--- config.mk ---
export PLATFORM = sky130hd
export DESIGN_NAME = tccw_ctrl
export DESIGN_NICKNAME = d
export VERILOG_FILES = /design/src/rtl/core/text_console_cursor_writer_defines.svh /design/src/rtl/core/tccw_pkg.sv /design/src/rtl/core/tccw_ctrl.sv
export SDC_FILE = /design/constraint.sdc
export NUM_CORES = 1
export LEC_CHECK = 0
export ABC_AREA = 0
export ABC_CLOCK_PERIOD_IN_PS = 1750
export BUFFER_PORTS_ARGS = -buffer_cell sky130_fd_sc_hd__buf_2
export CAP_MARGIN = 0
export CORE_MARGIN = 5
export CORE_UTILIZATION = 45
export DETAILED_ROUTE_END_ITERATION = 6
export GPL_TIMING_DRIVEN = 1
export PLACE_DENSITY = 0.73
export SLEW_MARGIN = 20
export SYNTH_ARGS = -nofsm -noshare
export SYNTH_HDL_FRONTEND = slang
export SYNTH_SLANG_ARGS = --single-unit
--- constraint.sdc ---
create_clock -name i_clk -period 1.75 [get_ports i_clk]
set_input_delay 0.0875 -clock i_clk [delete_from_list [all_inputs] [get_ports i_clk]]
set_output_delay 0.0875 -clock i_clk [all_outputs]
set_load 0.02 [all_outputs]
--- src/rtl/core/text_console_cursor_writer_defines.svh ---
// ----------------------------------------------------------------------------
// Text console cursor writer: assertion macros
// Shared concurrent assertion helpers for the console block.
// ----------------------------------------------------------------------------
`ifndef TEXT_CONSOLE_CURSOR_WRITER_DEFINES_SVH
`define TEXT_CONSOLE_CURSOR_WRITER_DEFINES_SVH

// Check a property outside reset.
`define TCCW_ASSERT(lbl, clk, rst_n, prop, msg) \
    lbl: assert property (@(posedge clk) disable iff (!rst_n) prop) else $error(msg);

// Check a property at every edge, reset included.
`define TCCW_ASSERT_ALWAYS(lbl, clk, prop, msg) \
    lbl: assert property (@(posedge clk) prop) else $error(msg);

`endif

--- src/rtl/core/tccw_pkg.sv ---
// ----------------------------------------------------------------------------
// Text console cursor writer package
// Screen geometry, codes, controller states and control structs.
// ----------------------------------------------------------------------------
package tccw_pkg;

    localparam int SCREEN_WIDTH  = 80;
    localparam int SCREEN_HEIGHT = 25;
    localparam int CELL_COUNT    = SCREEN_WIDTH * SCREEN_HEIGHT;
    localparam int ADDR_W        = $clog2(CELL_COUNT);

    localparam int OP_W   = 2;
    localparam int CHAR_W = 8;
    localparam int ATTR_W = 8;
    localparam int ROW_W  = 5;
    localparam int COL_W  = 7;
    localparam int CELL_W = CHAR_W + ATTR_W;
    localparam int CFG_IDX_W = 1;

    localparam logic [OP_W-1:0] OP_PUT   = 2'd0;
    localparam logic [OP_W-1:0] OP_CLEAR = 2'd1;
    localparam logic [OP_W-1:0] OP_READ  = 2'd2;

    localparam logic [CFG_IDX_W-1:0] CFG_TEXT_ATTR  = 1'b0;
    localparam logic [CFG_IDX_W-1:0] CFG_BLANK_ATTR = 1'b1;

    localparam logic [CHAR_W-1:0] BLANK_CHAR   = 8'd32;
    localparam logic [CHAR_W-1:0] NEWLINE_CHAR = 8'd10;
    localparam logic [ATTR_W-1:0] TEXT_ATTR_RST  = 8'd2;
    localparam logic [ATTR_W-1:0] BLANK_ATTR_RST = 8'd0;

    typedef enum logic [3:0] {
        S_RST_CLR,
        S_IDLE,
        S_DECODE,
        S_SCROLL_RD,
        S_SCROLL_WR,
        S_WRITE,
        S_CLEAR,
        S_READ_WAIT,
        S_DONE
    } t_state;

    typedef struct packed {
        logic take;
        logic cnt_clr;
        logic cnt_inc;
        logic rd_cnt;
        logic rd_cell;
        logic wr_char;
        logic wr_cpy;
        logic wr_blank;
        logic blank_rst;
        logic cur_home;
        logic cur_nl;
        logic cur_inc;
        logic out_load;
    } t_cmd;

    typedef struct packed {
        logic is_put;
        logic is_nl;
        logic is_clr;
        logic is_rd_ok;
        logic col_full;
        logic row_last;
        logic cnt_bottom;
        logic cnt_last;
        logic out_free;
    } t_sts;

endpackage

--- src/rtl/core/tccw_ctrl.sv ---
// ----------------------------------------------------------------------------
// Text console controller
// Sequences puts, scrolls, clears and reads over the screen datapath.
// ----------------------------------------------------------------------------
module tccw_ctrl (
    input  logic             i_clk,
    input  logic             i_rst_n,
    input  logic             i_in_valid,
    output logic             o_in_ready,
    input  tccw_pkg::t_sts   i_sts,
    output tccw_pkg::t_cmd   o_cmd
);

    tccw_pkg::t_state r_state;
    tccw_pkg::t_state n_state;

    always_ff @(posedge i_clk) begin
        if (!i_rst_n) begin
            r_state <= tccw_pkg::S_RST_CLR;
        end else begin
            r_state <= n_state;
        end
    end

    always_comb begin
        n_state    = r_state;
        o_cmd      = '0;
        o_in_ready = 1'b0;
        case (r_state)
            tccw_pkg::S_RST_CLR: begin
                // blank with the reset attribute, whatever config says
                o_cmd.wr_blank  = 1'b1;
                o_cmd.blank_rst = 1'b1;
                o_cmd.cnt_inc   = 1'b1;
                if (i_sts.cnt_last) begin
                    o_cmd.cnt_clr = 1'b1;
                    n_state       = tccw_pkg::S_IDLE;
                end
            end
            tccw_pkg::S_IDLE: begin
                o_in_ready = 1'b1;
                if (i_in_valid) begin
                    o_cmd.take    = 1'b1;
                    o_cmd.cnt_clr = 1'b1;
                    n_state       = tccw_pkg::S_DECODE;
                end
            end
            tccw_pkg::S_DECODE: begin
                if (i_sts.is_put) begin
                    if (i_sts.is_nl || i_sts.col_full) begin
                        if (i_sts.row_last) begin
                            n_state = tccw_pkg::S_SCROLL_RD;
                        end else begin
                            o_cmd.cur_nl = 1'b1;
                            n_state = i_sts.is_nl ? tccw_pkg::S_DONE : tccw_pkg::S_WRITE;
                        end
                    end else begin
                        n_state = tccw_pkg::S_WRITE;
                    end
                end else if (i_sts.is_clr) begin
                    n_state = tccw_pkg::S_CLEAR;
                end else if (i_sts.is_rd_ok) begin
                    o_cmd.rd_cell = 1'b1;
                    n_state       = tccw_pkg::S_READ_WAIT;
                end else begin
                    n_state = tccw_pkg::S_DONE;
                end
            end
            tccw_pkg::S_SCROLL_RD: begin
                if (!i_sts.cnt_bottom) begin
                    o_cmd.rd_cnt = 1'b1;
                    n_state      = tccw_pkg::S_SCROLL_WR;
                end else begin
                    o_cmd.wr_blank = 1'b1;
                    o_cmd.cnt_inc  = 1'b1;
                    if (i_sts.cnt_last) begin
                        o_cmd.cur_nl = 1'b1;
                        n_state = i_sts.is_nl ? tccw_pkg::S_DONE : tccw_pkg::S_WRITE;
                    end
                end
            end
            tccw_pkg::S_SCROLL_WR: begin
                o_cmd.wr_cpy  = 1'b1;
                o_cmd.cnt_inc = 1'b1;
                n_state       = tccw_pkg::S_SCROLL_RD;
            end
            tccw_pkg::S_WRITE: begin
                o_cmd.wr_char = 1'b1;
                o_cmd.cur_inc = 1'b1;
                n_state       = tccw_pkg::S_DONE;
            end
            tccw_pkg::S_CLEAR: begin
                o_cmd.wr_blank = 1'b1;
                o_cmd.cnt_inc  = 1'b1;
                if (i_sts.cnt_last) begin
                    o_cmd.cur_home = 1'b1;
                    n_state        = tccw_pkg::S_DONE;
                end
            end
            tccw_pkg::S_READ_WAIT, tccw_pkg::S_DONE: begin
                // hold here until the result register frees up
                if (i_sts.out_free) begin
                    o_cmd.out_load = 1'b1;
                    n_state        = tccw_pkg::S_IDLE;
                end
            end
            default: begin
                n_state = tccw_pkg::S_IDLE;
            end
        endcase
    end

endmodule

**After elaboration in Yosys (flattened, before gate mapping)**

Index checks and enable logic that the tools add are counted.

- Register bits: 4
- Input port bits: 12
- Output and inout bits: 14
- Word-level logic and storage cells: 58

- Eq/ne operators: 13
- Multiplexer cells: 38
- Reductions and logical operators: 6

Operators with widths:

| cell | count |
|---|---|
| 2-to-1 mux 4 bit | 12 |
| case mux 4 bit (8 select lines) | 1 |
| 2-to-1 mux 1 bit | 20 |
| == test 4 x 3 -> 1 bit (second input constant) | 4 |
| == test 4 x 2 -> 1 bit (second input constant) | 2 |
| != test 2 bit (second input constant) | 4 |
| case mux 1 bit (2 select lines) | 4 |
| AND reduction 5 bit | 1 |
| == test 4 x 1 -> 1 bit (second input constant) | 1 |
| == test 4 bit (second input constant) | 1 |
| logical NOT 4 bit | 1 |
| OR reduction 2 bit | 2 |
| != test 3 bit (second input constant) | 1 |
| OR reduction 3 bit | 1 |
| 2-to-1 mux 2 bit | 1 |
| logical OR 1 bit | 1 |

**Logic depth before layout (Yosys ltp)**

Gate-level depths: netlist of run 1.

- Depth after elaboration: 5
- Mapped depth: 6
- Mapped depth without buffers: 4

**Worst setup path before layout of run 1**

No wires, ideal clock.

- Path kind: register to output
- From: reg r_state[0]
- To: out o_cmd[11] (netlist name)
- Data arrival time: 1.524 ns
- Required time: 1.662 ns
- Slack: 0.138 ns
- Cell stages (with the launch flop): 5
- Buffers on the path: 2
- Cell sequence: dfxtp_1 buf_2 buf_1 mux2i_1 nor4_1

RTL lines:

| element | RTL line | text |
|---|---|---|
| from (decl) | tccw_ctrl.sv:14 | `tccw_pkg::t_state r_state;` |
| from (signal assigned) | tccw_ctrl.sv:19 | `r_state <= tccw_pkg::S_RST_CLR;` |
| from (signal assigned) | tccw_ctrl.sv:21 | `r_state <= n_state;` |
| to (decl) | tccw_ctrl.sv:11 | `output tccw_pkg::t_cmd o_cmd` |

==> results.md, run 1 <==
- Via count: a little over 700
- Area of the multi-input gates: 458 um^2
- Area Overhead vs Synth: 28.5%
- Async SR Flop Fraction: 0
- Post-Place Cell Area: between 700 and 800 um^2
- Per-cell routed wire length: around 12 um
- HP Class: primary input to flop
- Required @ worst endpoint: roughly 1700 ps
- Hold Slack: around 160 ps
- Area leader, netlist: dfxtp_1
- Number of enable flip-flop cells after synthesis: 0
- Clock Root Buffer: clkbuf_4
- Total grt overflow: 0
- Router iterations before antenna repair: 4
- Syn_nets: 93
- Synth unique cells: 40
- Total GRT Usage: 0.152
- Sequential area share after synthesis: 0.136
- Final slew viol count: 0
- Reg area: about 84 um^2
- TritonCTS Buffers: 3
- Post-Synthesis Mean Instance Area: 7.28 um^2
- CTS resizes: 0
- Vias in the first global route: approximately 610
- Crit. End Element: output pin
- Rows: 13
- Largest net degree at the start of global routing: 15
- Final Cell Area: 757 um^2
- CP startpoint kind: flop
- CTS tree: built
- Nets: 120
- Synth cell count leaders: 6 x nand2_1, 6 x nor3_1, 5 x mux2i_1, 5 x nand2b_1
- CP max stage cell: or4b_4
- Dominant synthesized flop cell: dfxtp_1
- Reg2reg start: r_state[2]$_SDFFE_PN0P_
- Routability congestion estimate: between 0.8 and 0.9
- Reg with most FFs: r_state
- I/O Buffers: 25
- Routed wire length: about 1500 um
- CP startpoint: r_state[2]$_SDFFE_PN0P_
- Final Skew: approximately 4.5 ps
- CP max FO: 14
- Final setup margin: 98.5 ps
- Clock slew at the register clock pins of the worst setup and hold paths: ~40 ps
- Number of flip-flops under the largest register name: 4
- RSZ-0062 raised after global routing: false
- Hold Violations, Final: 0
- Crit path time final: about 1700 ps
- Die Area: roughly 2100 um^2
- Netlist Area Pre-Place: roughly 590 um^2
- Post-DRT Antenna Nets: 0
- Final HPWL DP: 1180 um
- Leak: roughly 0.00035 uW
- Global-route wire length before repair: between 2000 and 2500 um
- H-tree levels: 1
- Pwr Density: between 1000 and 1500 nW/um^2
- Initial antenna violation count: 0
- Setup TNS after final layout: 0 ps
- Slew @ Worst Pin: roughly 460 ps
- Proportion of layout cells with a drive suffix above 1: 0.387
- Io pins: 26
- Initial core utilization: 0.464
- Outcome: finished, final reports clean
- Remaining DRCs: 0
- Diodes inserted: 0
- DP Worst Slack: between 100 and 150 ps
- Fmax: about 610 MHz
- Max_cap viols: 0
- HP Start: i_rst_n
- Fill count: about 130
- Die W: 46.2 um
- Critical path class: flop to output pin
- Area share of the largest cell type after synthesis: 0.136
- Worst path max stage delay: ~600 ps
- CTS Sinks: 4
- Syn Inst Count: 81
- Area contributors post-synth: dfxtp_1 14%, mux2i_1 8.5%, nand2b_1 5.3%, nor3_1 5.1%, nand2_1 3.8%
- Avg Vias per Cell: slightly below 6
- FF+latch count, synth: 4
- Synth Warn #: 0
- Worst-path cell chain: or4b_4 > o22ai_1 > buf_2
- VDD IR-drop max: between 0.5 and 0.6 mV
- Critical Path AT: about 1600 ps
- Chip Height: around 46 um
- Core area: roughly 1300 um^2
- # setup viols final: 0
- Top Registers: r_state (4)
- Hold Buf Count CTS: 0
- Post-CTS setup buffer count: 0
- Iter 0 DRT Violations: 9
- Slew margin rel.: 0.688
- Max clock buf depth: 2
- Clock Latency Late Sink: 240 ps
- Crit share post-route: 0.944
[through the flow]
step | util | std cells | power, uW
2_1_floorplan | - | 81 | 777
6_report | 0.597 | 121 | 1120
4_1_cts | 0.590 | 121 | 1120
3_5_place_dp | 0.572 | 118 | 997
3_3_place_gp | 0.572 | 118 | 985
5_1_grt | 0.597 | 121 | 1210
[cells by family after synthesis]
logic type | count (synthesis) | share of synthesized area
flip-flops | 4 | 0.136
AO/OA/AOI/OAI | 21 | 0.272
multiplexers | 5 | 0.0849
AND/OR/NAND/NOR | 40 | 0.412
buffers and inverters | 11 | 0.0955
[layout by cell type, fill, tap and decap left out, types with 2 or more instances in the layout]
master,instances
buf_2,25
mux2i_1,5
nor2b_1,3
nand2_1,6
dfxtp_2,3
a21oi_1,4
nand3_1,2
nor4_1,2
clkbuf_4,3
nor3b_1,2
nand3b_1,2
nor2_1,4
nor3_1,5
buf_4,5
o21ai_0,4
nand2b_1,5
inv_1,3
[metal layers]
metal / vias to the layer above / part of all wire / GRT usage
met5: - / 0 / 0
met4: 0 / 0.043 / 0.125
met3: 9 / 0.088 / 0.0234
met2: 38 / 0.44 / 0.247
met1: 315 / 0.43 / 0.172
li1: 359 / - / -
[report_power, final]
group	leakage [uW]	internal (uW)	switching [uW]	total, uW
Clock	0.0000138	76.5	36.3	113
Sequential	0.0000339	130	84.3	214
Combinational	0.000300	344	445	790
Total	0.000348	551	566	1120
[final cells by class]
cell class | instances | share of cell area
tap | 15 | 0.0248
multi-input combinational | 66 | 0.605
inverter | 3 | 0.0149
timing repair buffer | 30 | 0.215
sequential | 4 | 0.111
clock buffer | 3 | 0.0298
[worst paths after layout]
path                                   to  slack [ps]  depth (start not counted)
hold reg to reg   r_state[0]$_SDFFE_PN0P_         690                          3
hold / removal    r_state[0]$_SDFFE_PN0P_         160                          3
setup / recovery                 o_cmd[2]         100                          3
setup reg to reg  r_state[1]$_SDFFE_PN0P_         260                          5
[worst max-delay path, delay by kind of cell, from the launching register on]
family | cells | cell delay, ps
AOI/OAI and AO/OA | 1 | 170
buffers and inverters | 1 | 180
DFF | 1 | 370
and+or+nand+nor | 1 | 600
(Power assumes the default switching activity.)
==> run 2, diff against run 1 <==
==> constraint.sdc (replaced) <==
create_clock -name i_clk -period 1.75 [get_ports i_clk]
set_input_delay 0.0875 -clock i_clk [delete_from_list [all_inputs] [get_ports i_clk]]
set_output_delay 0.0875 -clock i_clk [all_outputs]
set_load 0.01 [all_outputs]
==> run 2 against run 1 <==
Compared with the run above:
- utilization is 0.30 points higher
- highest routed layer is now met3
- cell count grew 0.83%
- die area did not move
- total power fell by 6.1%
- routed wire length increased by 12%
- flip-flop and latch count unchanged
- critical endpoint is now o_cmd[8]
- clock-buffer cell count unchanged
- first-iteration DRC count rose by 33%
- sequential power barely moved
- register-to-register slack barely moved
- maximum frequency up 3.3%
==> results.md, run 2 (synthesis gave the netlist of run 1 again) <==
- R2r setup slk: 260 ps (about the same)
- Avg Vias per Cell: 5.73 (was 5.96)
- Clock Latency Late Sink: 230 ps (was 240 ps)
- Outcome: finished, final reports clean (unchanged)
- Hold Violations, Final: 0 (unchanged)
- Initial core utilization: 0.464 (unchanged)
- Internal Power: 555 uW (was 551 uW)
- Via count: 699 (was 721)
- Required @ worst endpoint: 1660 ps (about the same)
- Max clock buf depth: 2 (unchanged)
- Area Overhead vs Synth: 29.1% (was 28.5%)
- # setup viols final: 0 (unchanged)
- Max_cap viols: 0 (unchanged)
- Switching share of power: 0.471 (was 0.507)
- Commonest non-fill, non-tap cells in the layout: 25 x buf_2, 6 x nand2_1, 6 x nor3_1, 6 x buf_4 (was 25 x buf_2, 6 x nand2_1)
- Final slew viol count: 0 (unchanged)
- Final HPWL DP: 1320 um (was 1180 um)
- Crit. End Element: output pin (unchanged)
- CP max FO: 14 (unchanged)
- Final Skew: 2.02 ps (was 4.47 ps)
- Proportion of layout cells with a drive suffix above 1: 0.383 (was 0.387)
- Top Registers: r_state (4) (unchanged)
- Per-cell routed wire length: 13.5 um (was 12.2 um)
- Crit path time final: 1600 ps (was 1650 ps)
- Global-route wire length before repair: 2560 um (was 2410 um)
- Iter 0 DRT Violations: 12 (was 9)
- Io pins: 26 (unchanged)
- Diodes inserted: 0 (unchanged)
- Critical path class: flop to output pin (unchanged)
- Clock slew at the register clock pins of the worst setup and hold paths: 40 ps (about the same)
- H-tree levels: 1 (unchanged)
- Routed wire length: 1640 um (was 1470 um)
- CP startpoint kind: flop (unchanged)
- HP Class: primary input to flop (unchanged)
- Slew margin rel.: 0.758 (was 0.688)
- CTS tree: built (unchanged)
- Total grt overflow: 0 (unchanged)
- Reg with most FFs: r_state (unchanged)
- Rows: 13 (unchanged)
- TritonCTS Buffers: 3 (unchanged)
- CTS Sinks: 4 (unchanged)
- Largest net degree at the start of global routing: 15 (unchanged)
- Post-DRT Antenna Nets: 0 (unchanged)
- Setup TNS after final layout: 0 ps (unchanged)
- Final cell count without fillers: 122 (was 121)
- Die Area: 2130 um^2 (unchanged)
- Total GRT Usage: 0.159 (was 0.152)
- Routability congestion estimate: 0.852 (was 0.824)
- Hold Buf Count CTS: 0 (unchanged)
- Post-Place Cell Area: 733 um^2 (was 726 um^2)
- Hold Slack: 184 ps (was 159 ps)
- Initial antenna violation count: 0 (unchanged)
- Router iterations before antenna repair: 4 (unchanged)
- Slew @ Worst Pin: 363 ps (was 456 ps)
- Nets: 121 (was 120)
- Pwr Density: 1380 nW/um^2 (was 1480 nW/um^2)
- I/O Buffers: 25 (unchanged)
- RSZ-0062 raised after global routing: false (unchanged)
- Die W: 46.2 um (unchanged)
- Chip Height: 46.2 um (unchanged)
- Remaining DRCs: 0 (unchanged)
- Combinational share of power: 0.692 (was 0.707)
- Sw Pwr: 493 uW (was 566 uW)
- Leak: 0.000353 uW (was 0.000348 uW)
- Vias in the first global route: 629 (was 613)
- Number of flip-flops under the largest register name: 4 (unchanged)
- Core area: 1270 um^2 (unchanged)
- Placed cells: 119 (was 118)
- Fmax: 626 MHz (was 606 MHz)
- Seq pwr share: 0.202 (was 0.192)
- VDD IR-drop max: 0.493 mV (was 0.508 mV)
- Commonest non-fill, non-tap cell in the layout: buf_2 (unchanged)
- Critical Path AT: 1510 ps (was 1560 ps)
- Final Power: 1050 uW (was 1120 uW)
- Clock Root Buffer: clkbuf_4 (unchanged)
- Clk pwr share: 0.106 (was 0.101)
- Crit share post-route: 0.913 (was 0.944)
- Final Cell Area: 761 um^2 (was 757 um^2)
-- run 2: cell types whose count changed in the layout (fill, tap and decap cells not counted) --
cell and delta:
a2111oi_0 -1, a2111oi_1 +1, buf_4 +1, nor3_1 +1
nor3_2 -1
-- run 2: stage by stage --
stage | util | setup slack (ps)
after detailed placement | 0.578 | 130
after floorplan | - | 349
final | 0.600 | 152
after global placement | 0.578 | 206
after global routing | 0.600 | 68.1
after CTS | 0.596 | 46.6
-- run 2: path summary, 6_finish.rpt --
kind / from / to / depth (start not counted)
hold reg to reg: r_state[2]$_SDFFE_PN0P_ / r_state[2]$_SDFFE_PN0P_ / 3
hold / removal: i_rst_n / r_state[1]$_SDFFE_PN0P_ / 3
setup / recovery: r_state[0]$_SDFFE_PN0P_ / o_cmd[8] / 3
setup reg to reg: r_state[0]$_SDFFE_PN0P_ / r_state[0]$_SDFFE_PN0P_ / 4
-- run 2: timing repair --
item | in CTS | in global routing
setup endpoints to repair | 0 | 5
gates resized for setup | 0 | 4
buffers inserted | 0 | 0
-- run 2: area by class of cell --
type                       count  area [um^2]
tap                           15         18.8
clock buffer                   3         22.5
sequential                     4         83.8
fill                         122          508
inverter                       3         11.3
timing repair buffer          31          170
multi-input combinational     66          454
-- run 2: layer usage --
metal | vias up | track usage | part of all wire
met1 | 321 | 0.202 | 0.45
met5 | - | 0 | 0
met2 | 23 | 0.283 | 0.49
li1 | 355 | - | -
met3 | 0 | 0.0117 | 0.061
met4 | 0 | 0.0398 | 0
-- run 2: worst max-delay path, stage by stage (launching register included) --
cell     delay [ps]
dfxtp_2         380
or4b_4          570
nor3_1          180
buf_2           150
-- run 2: power groups by stage --
stage               sequential [uW]  combinational, uW  clock (uW)
floorplan                       138                551           0
global placement                203                699           0
detailed placement              204                724           0
CTS                             203                726         112
global route                    223                795         120
finish                          212                725         111
